--- config.mk ---
export PLATFORM = sky130hd
export DESIGN_NAME = line_editor_echo
export DESIGN_NICKNAME = d
export VERILOG_FILES = /design/src/sv/lee_pkg.sv /design/src/sv/lee_decode.sv /design/src/sv/lee_emit.sv /design/src/sv/line_editor_echo.sv
export VERILOG_INCLUDE_DIRS = /design/src /design/src/sv
export SDC_FILE = /design/constraint.sdc
export NUM_CORES = 1
export LEC_CHECK = 0
export BUFFER_PORTS_ARGS = -buffer_cell sky130_fd_sc_hd__buf_2
export CELL_PAD_IN_SITES_DETAIL_PLACEMENT = 0
export CELL_PAD_IN_SITES_GLOBAL_PLACEMENT = 1
export CORE_MARGIN = 1.5
export CORE_UTILIZATION = 51
export CTS_BUF_LIST = sky130_fd_sc_hd__clkbuf_4 sky130_fd_sc_hd__clkbuf_8
export DETAILED_ROUTE_END_ITERATION = 8
export HOLD_SLACK_MARGIN = 0.12
export PLACE_DENSITY = 0.95
export SETUP_SLACK_MARGIN = 0.05
export SYNTH_ARGS = -nofsm -noshare
export SYNTH_HDL_FRONTEND = slang
export SYNTH_SLANG_ARGS = --single-unit
--- constraint.sdc ---
create_clock -name clk -period 7.1 [get_ports clk]
set_input_delay 0.355 -clock clk [delete_from_list [all_inputs] [get_ports clk]]
set_output_delay 0.355 -clock clk [all_outputs]
set_load 0.01 [all_outputs]
--- src/sv/line_editor_echo_macros.svh ---
// assertion macros for the line editor block
`ifndef LINE_EDITOR_ECHO_MACROS_SVH
`define LINE_EDITOR_ECHO_MACROS_SVH

// same-cycle implication, sampled on clk, off during reset
`define LEE_ASSERT_NOW(label, cond, conseq, msg) \
    label: assert property (@(posedge clk) disable iff (!rst_n) (cond) |-> (conseq)) \
        else $error(msg);

// next-cycle implication, sampled on clk, off during reset
`define LEE_ASSERT_NEXT(label, cond, conseq, msg) \
    label: assert property (@(posedge clk) disable iff (!rst_n) (cond) |=> (conseq)) \
        else $error(msg);

`endif

--- src/sv/lee_pkg.sv ---
// shared types, codes and constants for the line editor block
package lee_pkg;

    // result kinds
    localparam logic [1:0] KIND_ECHO  = 2'd0;
    localparam logic [1:0] KIND_STORE = 2'd1;
    localparam logic [1:0] KIND_DONE  = 2'd2;

    // control characters
    localparam logic [7:0] CHAR_CR    = 8'h0D;
    localparam logic [7:0] CHAR_LF    = 8'h0A;
    localparam logic [7:0] CHAR_BS    = 8'h08;
    localparam logic [7:0] CHAR_DEL   = 8'h7F;
    localparam logic [7:0] CHAR_SPACE = 8'h20;

    // configuration register indexes
    localparam logic CFG_ECHO_ENABLE   = 1'b0;
    localparam logic CFG_LINE_CAPACITY = 1'b1;

    // buffer size limit; effective capacity never exceeds 256
    localparam int MAX_LINE = 256;
    localparam logic [8:0] CAP_LIMIT = (MAX_LINE < 256) ? 9'(MAX_LINE) : 9'd256;

    localparam int MAX_RESULTS = 3;

    // one result item, last is derived when it is sent
    typedef struct packed {
        logic [1:0] kind;
        logic [7:0] data_byte;
        logic [7:0] position;
        logic [7:0] line_length;
    } result_t;

    // all results caused by one input character
    typedef struct packed {
        logic [1:0]                    count;
        result_t [MAX_RESULTS-1:0]     res;
    } bundle_t;

    // configuration seen by the decoder
    typedef struct packed {
        logic       echo_enable;
        logic [8:0] line_capacity;
    } cfg_t;

endpackage

--- src/sv/lee_decode.sv ---
// per-character decode: builds the result bundle and the next line length
module lee_decode
(
    input  logic [7:0]       rx_char,
    input  logic [7:0]       length_count,
    input  lee_pkg::cfg_t    cfg,
    output lee_pkg::bundle_t bundle,
    output logic [7:0]       length_next
);

    logic       is_eol;
    logic       is_erase;
    logic [8:0] cap_eff;
    logic [8:0] len_plus;
    logic [7:0] len_minus;

    // character classes and capacity clamp
    assign is_eol    = (rx_char == lee_pkg::CHAR_CR) || (rx_char == lee_pkg::CHAR_LF);
    assign is_erase  = (rx_char == lee_pkg::CHAR_BS) || (rx_char == lee_pkg::CHAR_DEL);
    assign cap_eff   = (cfg.line_capacity < lee_pkg::CAP_LIMIT) ? cfg.line_capacity
                                                                : lee_pkg::CAP_LIMIT;
    assign len_plus  = {1'b0, length_count} + 9'd1;
    assign len_minus = length_count - 8'd1;

    // result selection
    always_comb
    begin
        bundle      = '0;
        length_next = length_count;
        if (is_eol)
        begin
            length_next = 8'd0;
            if (cfg.echo_enable)
            begin
                bundle.count                 = 2'd3;
                bundle.res[0].kind           = lee_pkg::KIND_ECHO;
                bundle.res[0].data_byte      = lee_pkg::CHAR_CR;
                bundle.res[1].kind           = lee_pkg::KIND_ECHO;
                bundle.res[1].data_byte      = lee_pkg::CHAR_LF;
                bundle.res[2].kind           = lee_pkg::KIND_DONE;
                bundle.res[2].line_length    = length_count;
            end
            else
            begin
                bundle.count                 = 2'd1;
                bundle.res[0].kind           = lee_pkg::KIND_DONE;
                bundle.res[0].line_length    = length_count;
            end
        end
        else if (is_erase)
        begin
            if (length_count != 8'd0)
            begin
                length_next = len_minus;
                if (cfg.echo_enable)
                begin
                    bundle.count              = 2'd3;
                    bundle.res[0].kind        = lee_pkg::KIND_ECHO;
                    bundle.res[0].data_byte   = lee_pkg::CHAR_BS;
                    bundle.res[0].line_length = len_minus;
                    bundle.res[1].kind        = lee_pkg::KIND_ECHO;
                    bundle.res[1].data_byte   = lee_pkg::CHAR_SPACE;
                    bundle.res[1].line_length = len_minus;
                    bundle.res[2].kind        = lee_pkg::KIND_ECHO;
                    bundle.res[2].data_byte   = lee_pkg::CHAR_BS;
                    bundle.res[2].line_length = len_minus;
                end
            end
        end
        else if (len_plus < cap_eff)
        begin
            // any other byte while there is room: store, then optional echo
            length_next               = len_plus[7:0];
            bundle.res[0].kind        = lee_pkg::KIND_STORE;
            bundle.res[0].data_byte   = rx_char;
            bundle.res[0].position    = length_count;
            bundle.res[0].line_length = len_plus[7:0];
            if (cfg.echo_enable)
            begin
                bundle.count              = 2'd2;
                bundle.res[1].kind        = lee_pkg::KIND_ECHO;
                bundle.res[1].data_byte   = rx_char;
                bundle.res[1].line_length = len_plus[7:0];
            end
            else
            begin
                bundle.count = 2'd1;
            end
        end
    end

endmodule

--- src/sv/lee_emit.sv ---
// result register: holds one bundle and sends its results one per transfer
module lee_emit
(
    input  logic             clk,
    input  logic             rst_n,
    input  logic             load,
    input  lee_pkg::bundle_t bundle,
    output logic             free,
    output logic             out_valid,
    input  logic             out_ready,
    output logic [1:0]       kind,
    output logic [7:0]       data_byte,
    output logic [7:0]       position,
    output logic [7:0]       line_length,
    output logic             last
);

    lee_pkg::bundle_t bundle_reg;
    logic             valid_reg;
    logic             valid_next;
    logic [1:0]       idx_reg;
    logic [1:0]       idx_next;
    lee_pkg::result_t cur;
    logic             out_xfer;

    // current entry
    always_comb
    begin
        case (idx_reg)
            2'd0:    cur = bundle_reg.res[0];
            2'd1:    cur = bundle_reg.res[1];
            2'd2:    cur = bundle_reg.res[2];
            default: cur = '0;
        endcase
    end

    assign last        = (idx_reg == (bundle_reg.count - 2'd1));
    assign out_valid   = valid_reg;
    assign kind        = cur.kind;
    assign data_byte   = cur.data_byte;
    assign position    = cur.position;
    assign line_length = cur.line_length;
    assign out_xfer    = valid_reg && out_ready;
    assign free        = !valid_reg || (out_ready && last);

    // sequencing of entries within the bundle
    always_comb
    begin
        valid_next = valid_reg;
        idx_next   = idx_reg;
        if (out_xfer)
        begin
            if (last)
            begin
                valid_next = 1'b0;
                idx_next   = 2'd0;
            end
            else
            begin
                idx_next = idx_reg + 2'd1;
            end
        end
        if (load)
        begin
            valid_next = 1'b1;
            idx_next   = 2'd0;
        end
    end

    // control state
    always_ff @(posedge clk or negedge rst_n)
    begin
        if (!rst_n)
        begin
            valid_reg <= 1'b0;
            idx_reg   <= 2'd0;
        end
        else
        begin
            valid_reg <= valid_next;
            idx_reg   <= idx_next;
        end
    end

    // payload
    always_ff @(posedge clk)
    begin
        if (load)
        begin
            bundle_reg <= bundle;
        end
    end

endmodule

--- src/sv/line_editor_echo.sv ---
// line editor with backspace handling and echo: top level
// latency: first result of a character is shown the cycle after its input transfer
// throughput: a character with n results (n = 1..3) holds the output until all n have transferred;
//   a character with no result loads nothing; the next input transfers with the last result
// rate is set by the single result register sending one entry per transfer
// reset: length 0, echo on, capacity 256, no result pending
module line_editor_echo
(
    input  logic       clk,
    input  logic       rst_n,
    input  logic       cfg_we,
    input  logic       cfg_index,
    input  logic [8:0] cfg_data,
    input  logic [7:0] rx_char,
    input  logic       in_valid,
    output logic       in_ready,
    output logic [1:0] kind,
    output logic [7:0] data_byte,
    output logic [7:0] position,
    output logic [7:0] line_length,
    output logic       last,
    output logic       out_valid,
    input  logic       out_ready
);

`include "line_editor_echo_macros.svh"

    logic             echo_enable_reg;
    logic [8:0]       line_capacity_reg;
    logic [7:0]       length_count_reg;
    logic [7:0]       length_next;
    lee_pkg::cfg_t    cfg;
    lee_pkg::bundle_t bundle;
    logic             in_xfer;
    logic             load;
    logic             free;

    assign cfg.echo_enable   = echo_enable_reg;
    assign cfg.line_capacity = line_capacity_reg;
    assign in_ready          = free;
    assign in_xfer           = in_valid && in_ready;
    assign load              = in_xfer && (bundle.count != 2'd0);

    // configuration registers
    always_ff @(posedge clk or negedge rst_n)
    begin
        if (!rst_n)
        begin
            echo_enable_reg   <= 1'b1;
            line_capacity_reg <= 9'd256;
        end
        else if (cfg_we)
        begin
            case (cfg_index)
                lee_pkg::CFG_ECHO_ENABLE:   echo_enable_reg   <= cfg_data[0];
                lee_pkg::CFG_LINE_CAPACITY: line_capacity_reg <= cfg_data;
                default:                    ;
            endcase
        end
    end

    // line length
    always_ff @(posedge clk or negedge rst_n)
    begin
        if (!rst_n)
        begin
            length_count_reg <= 8'd0;
        end
        else if (in_xfer)
        begin
            length_count_reg <= length_next;
        end
    end

    // decode of the incoming character
    lee_decode u_decode
    (
        .rx_char      (rx_char),
        .length_count (length_count_reg),
        .cfg          (cfg),
        .bundle       (bundle),
        .length_next  (length_next)
    );

    // result register and sequencing
    lee_emit u_emit
    (
        .clk         (clk),
        .rst_n       (rst_n),
        .load        (load),
        .bundle      (bundle),
        .free        (free),
        .out_valid   (out_valid),
        .out_ready   (out_ready),
        .kind        (kind),
        .data_byte   (data_byte),
        .position    (position),
        .line_length (line_length),
        .last        (last)
    );

    // checks
    `LEE_ASSERT_NOW(a_ready_only_when_drained, in_ready,
        (!out_valid || (out_ready && last)), "input ready while results still pending")
    `LEE_ASSERT_NOW(a_done_is_last, (out_valid && (kind == lee_pkg::KIND_DONE)),
        (last && (data_byte == 8'd0) && (position == 8'd0)), "bad line complete result")
    `LEE_ASSERT_NOW(a_store_length, (out_valid && (kind == lee_pkg::KIND_STORE)),
        (line_length == (position + 8'd1)), "store position and length disagree")
    `LEE_ASSERT_NEXT(a_last_clears, (out_valid && out_ready && last && !in_valid),
        !out_valid, "result register not emptied after last transfer")

endmodule

Word-level counts from Yosys, hierarchy flattened. Index checks and enable logic that the tools add are counted.

Bits in registers: 85. Latch bits: 0. RAM bits: 0. Memory bits (read-only): 0. Bits of input ports: 23. Output and inout port bits: 29. Logic and storage cells: 96. Memories: 0.

Add/sub/neg operators: 4. Multiply operators: 0. Divide/modulo/power cells: 0. Magnitude comparators: 2. Eq/ne operators: 8. Shifts and indexed selects: 0. Muxes and demuxes: 42. Bitwise gates (word level): 4. Reduce and logical (&&, ||, !) cells: 20.

Operators with widths (number): $mux W18 (7); $mux W8 (12); $pmux W26 S3 (1); $mux W10 (4); $mux W34 (1); $eq A8 B4 Y1 const B (3); $mux W12 (2); $mux W2 (9); $add A8 B1 Y9 const B (1); $lt A9 B9 Y1 (1); $lt A9 B9 Y1 const B (1); $mux W9 (1); $eq A8 B7 Y1 const B (1); $mux W4 (2); $reduce_bool A8 Y1 (1); $sub A8 B1 Y8 const B (1); $reduce_and A2 Y1 (3); $reduce_bool A2 Y1 (3); $reduce_or A3 Y1 (2); $logic_and A1 B1 Y1 (4); $not A1 Y1 (4); $logic_or A1 B1 Y1 (3); $mux W1 (3); $ne A3 B2 Y1 const B (1); 9 further kinds (9).

Longest topological paths before layout.
Depth after elaboration: 10. Depth in mapped cells: 14.

Cells and area by module. From an unflattened synthesis, not the netlist that was laid out.

Cells, all modules: 486. Area, all modules: 5574.1 um2.

Modules (own cells, without submodules): lee_emit (instances 1, cells each 169, area an instance 3044.2 um2, sequential area each 2477.4 um2); lee_decode (instances 1, cells each 276, area an instance 1843.0 um2, sequential area each 0.0 um2); line_editor_echo (instances 1, cells each 41, area an instance 686.9 um2, sequential area each 452.9 um2).

Worst setup path after synthesis. OpenSTA, ideal clock, no wires.

Kind: register -> register. Start point: register length_count_reg[1]. End point: register u_emit.idx_reg[1]. Arrival time: 3.900 ns. Slack: 2.989 ns. Stages on the path, launching flop included: 13. Clock period less this slack: 4.111 ns. Cells stage by stage: dfrtp_1 -> clkbuf_1 -> and3_1 -> and3_2 -> and3_1 -> xor2_1 -> ha_1 -> nand3_1 -> nand3_1 -> nor3_4 -> nand2_1 -> a21oi_2 -> o22ai_1.

Word-level cells in the longest chain between the ends: 8.

RTL lines: start: declaration (RTL line line_editor_echo.sv:30) `logic [7:0] length_count_reg;`; start signal: assignment (RTL line line_editor_echo.sv:71) `length_count_reg <= length_next;`; $add A8 B1 Y9 (RTL line lee_decode.sv:22) `assign len_plus = {1'b0, length_count} + 9'd1;`; $lt A9 B9 Y1 (RTL line lee_decode.sv:70) `else if (len_plus < cap_eff)`; $mux W2 (RTL line lee_decode.sv:70); $mux W2 (*) (RTL line lee_decode.sv:50) `else if (is_erase)`; $mux W4 (*) (RTL line lee_decode.sv:30) `if (is_eol)`; $reduce_bool A2 Y1 (*) (RTL line line_editor_echo.sv:42) `assign load = in_xfer && (bundle.count != 2'd0);`; $logic_and A1 B1 Y1 (*) (RTL line line_editor_echo.sv:42); named net load (RTL line line_editor_echo.sv:35) `logic load;`; $mux W2 or $reduce_bool A2 Y1 (tied branches); end signal: assignment (RTL line lee_emit.sv:81) `idx_reg <= idx_next;`; end: declaration (RTL line lee_emit.sv:21) `logic [1:0] idx_reg;`.

The timed path passes the listed nets; every way through them passes the cells marked *. A chain may end at the register's enable or synchronous reset.

Worst setup path in the final report.
Start point: register length_count_reg[0]. End point: register u_emit.bundle_reg[54] (netlist name), enable pin.

Word-level cells in the longest chain between the ends: 7.

RTL lines: $add A8 B1 Y9 (RTL line lee_decode.sv:22); $lt A9 B9 Y1 (RTL line lee_decode.sv:70); $mux W2 (RTL line lee_decode.sv:70); $mux W2 (*) (RTL line lee_decode.sv:50); $mux W4 (*) (RTL line lee_decode.sv:30); $reduce_bool A2 Y1 (*) (RTL line line_editor_echo.sv:42); $logic_and A1 B1 Y1 (*) (RTL line line_editor_echo.sv:42); named net load (RTL line line_editor_echo.sv:35); end signal: assignment (RTL line lee_emit.sv:90) `bundle_reg <= bundle;`; end: declaration (RTL line lee_emit.sv:18) `lee_pkg::bundle_t bundle_reg;`.

Marked as above.

==> results.md <==
* Status: finished, final reports clean
* Count leader, synth: edfxtp_1
* Main synth FF type: edfxtp_1
* Floorplan row count at 33
* Synth cell types at 63
* Drt total wl at 9710 µm
* Combinational power share at 43.4%
* Root buffer cell: clkbuf_8
* Via count at 3269
* Die area at 8870 µm²
* Yosys top cell area share at 38.2%
* Port bufs at 51
* CORE AREA at 8130 µm²
* CTS buffer count at 9
* CTS Hold Bufs at 1
* Initial drt markers at 317
* Synthesized net count at 437
* RSZ-0062 raised after global routing: false
* H-tree depth at 3
* Die width at 94.2 µm
* Leak at 2.01 nW
* Slew HR at 35.6%
* Placed cell count at 531
* Critical path class: register to register
* Worst Path Required at 7.10 ns
* Die Height at 94.2 µm
* Initial Utilization at 52.1%
* Max FFs per register at 54
* GR peak layer: met2
* Crit path max fanout at 38
* Drt drc at 0
* Worst-path clk slew at 0.08 ns
* Worst setup SP type: register
* CP endpoint kind: register
* Final Hold Viols at 0
* Antenna violation net count after detailed routing at 0
* Slew Limit Fails at 0
* Final Skew at 0.00813 ns
* Tcrit/Tclk final at 55.6%
* Finished Layout Cells at 548
* Avg WL per Cell at 17.7 µm
* Clock share of power at 17.6%
* Fill count at 675
* Via density at 5.97
* Number of global-route vias before repair at 3129
* Met2 Use GR at 37.9%
* Worst skew pair latency at 0.35 ns
* Worst slew pin tran at 0.962 ns
* Sequential fraction of the synthesis area at 50.7%
* First-pass GRT wire length at 16100 µm
* Max Root-Sink Buffers at 2
* NumNets Final at 476
* Ys Warns at 0
* Synth Register Bits at 75
* Average size of a mapped cell at 10.6 µm²
* Net Sw Frac at 40.0%
* Drt pass-1 iters at 5
* CTS tree: yes
* EDFF count, synth at 54
* GR Layer Usage met3 at 5.26%
* Post-Syn Area at 4240 µm²
* MaxCap Viol Count at 0
* Cell taking the most area after synthesis: edfxtp_1
* Finished Cell Area at 4720 µm²
* Sink Count at 75
* Post-placement cell area at 4510 µm²
* Number of gates resized after CTS at 0
* GRT Resource Usage Total at 24.0%
* Area Overhead vs Synth at 11.3%
* DP HPWL at 6840 µm
* Crit path time final at 3.95 ns
* # IOs at 52
* Grt met1 use at 32.3%
* Sequential share of power at 39.0%
* Final TNS setup at 0 ns
* Worst hold path type: input port to register
* Post-CTS setup buffers at 0
* Initial antenna violation count at 0
* Routability cong. at 0.954
* Synth top area cells: edfxtp_1 (38%), dfrtp_1 (11%), ha_1 (4.4%)
* Largest vdd supply drop at 0.166 mV
* Top cells by count, synth: edfxtp_1 (54), nor2_1 (44), nand2_1 (35)
* Final setup fails at 0
* Total global routing overflow at 0
* Internal at 1.13 mW
* Diode count at 0
* Top achievable clock speed at 253 MHz
* Async SR Flop Fraction at 28.0%
* Mapped Cells at 399
* Layout cell share with drive strength beyond 1 at 23.0%
* Largest net degree at the start of global routing at 39
* Power per Cell Area at 399 nW/µm²
* Worst path arrival time at 3.95 ns
* Switching Power at 0.755 mW
==> power groups by stage <==
stage / registers [mW] / logic (mW) / clock network (mW)
2_1_floorplan: 0.686 / 0.634 / 0
3_3_place_gp: 0.731 / 0.804 / 0
3_5_place_dp: 0.743 / 0.815 / 0
4_1_cts: 0.733 / 0.819 / 0.334
5_1_grt: 0.751 / 0.911 / 0.352
6_report: 0.736 / 0.819 / 0.331
==> metal layers <==
| metal | wire length, µm | vias up |
|---|---|---|
| met4 | 222 | 0 |
| met3 | 624 | 25 |
| met2 | 4560 | 128 |
| met1 | 4300 | 1565 |
| met5 | 0 | - |
| li1 | - | 1551 |
==> stage by stage <==
stage	total power, mW	setup WS (ns)	hold slack [ns]	utilization [%]
2_1_floorplan	1.32	2.99	0.0594	-
3_3_place_gp	1.53	3.35	0.355	55.5
3_5_place_dp	1.56	3.18	0.360	55.5
4_1_cts	1.89	3.15	0.226	58.0
5_1_grt	2.01	2.92	0.234	58.0
6_report	1.89	3.15	0.231	58.0
==> cells by family (layout without fill, tap and decap cells) <==
| group | Yosys count | count (layout) | share of synthesized area (%) |
|---|---|---|---|
| and+or+nand+nor | 160 | 160 | 19.5 |
| AOI/OAI and AO/OA | 85 | 85 | 15.2 |
| xor gates and xnor gates | 14 | 14 | 2.89 |
| adders and majority gates | 15 | 15 | 4.43 |
| DFF | 75 | 75 | 50.7 |
| muxes | 11 | 11 | 2.86 |
| buffers and inverters | 39 | 83 | 4.43 |
==> layout by cell type, fill, tap and decap left out, types with 11 or more instances in the layout <==
cell type / Yosys / routed
ha_1: 15 / 15
nor2_1: 44 / 44
nand3_1: 15 / 15
dfrtp_1: 19 / 19
and2_1: 22 / 22
nand2_1: 35 / 35
inv_1: 11 / 11
edfxtp_1: 54 / 54
buf_2: 5 / 51
a21oi_1: 15 / 15
==> path summary, 6_finish.rpt <==
kind	from	endpoint	slack (ns)	depth (start not counted)
max in group asynchronous	rst_n	line_capacity_reg[8]	6.23	2
min in group asynchronous	rst_n	u_emit.out_valid	0.50	2
max reg2reg	length_count_reg[0]	u_emit.bundle_reg[54]	3.15	11
max	length_count_reg[0]	u_emit.bundle_reg[54]	3.15	11
min	cfg_data[2]	line_capacity_reg[2]	0.23	2
min reg2reg	line_capacity_reg[2]	line_capacity_reg[2]	0.51	1
==> cell type report <==
type	count	area, µm²	area share [%]
clock inverters	7	73.8	1.56
flip-flops and latches	75	2150	45.5
well taps	105	131	2.78
multi-input cells	285	1910	40.5
inverters	13	51.3	1.09
repair buffers	54	280	5.94
clock buffers	9	124	2.62
==> worst max-delay path, stage by stage (launching register included) <==
cell,delay (ns)
dfrtp_1,0.56
ha_1,0.34
and3_1,0.23
and3_1,0.19
and3_1,0.18
ha_1,0.32
a21oi_1,0.17
nand3_1,0.15
nor3_4,0.20
nand2_1,0.17
a21oi_4,0.55
buf_4,0.51
(Power assumes the default switching activity.)
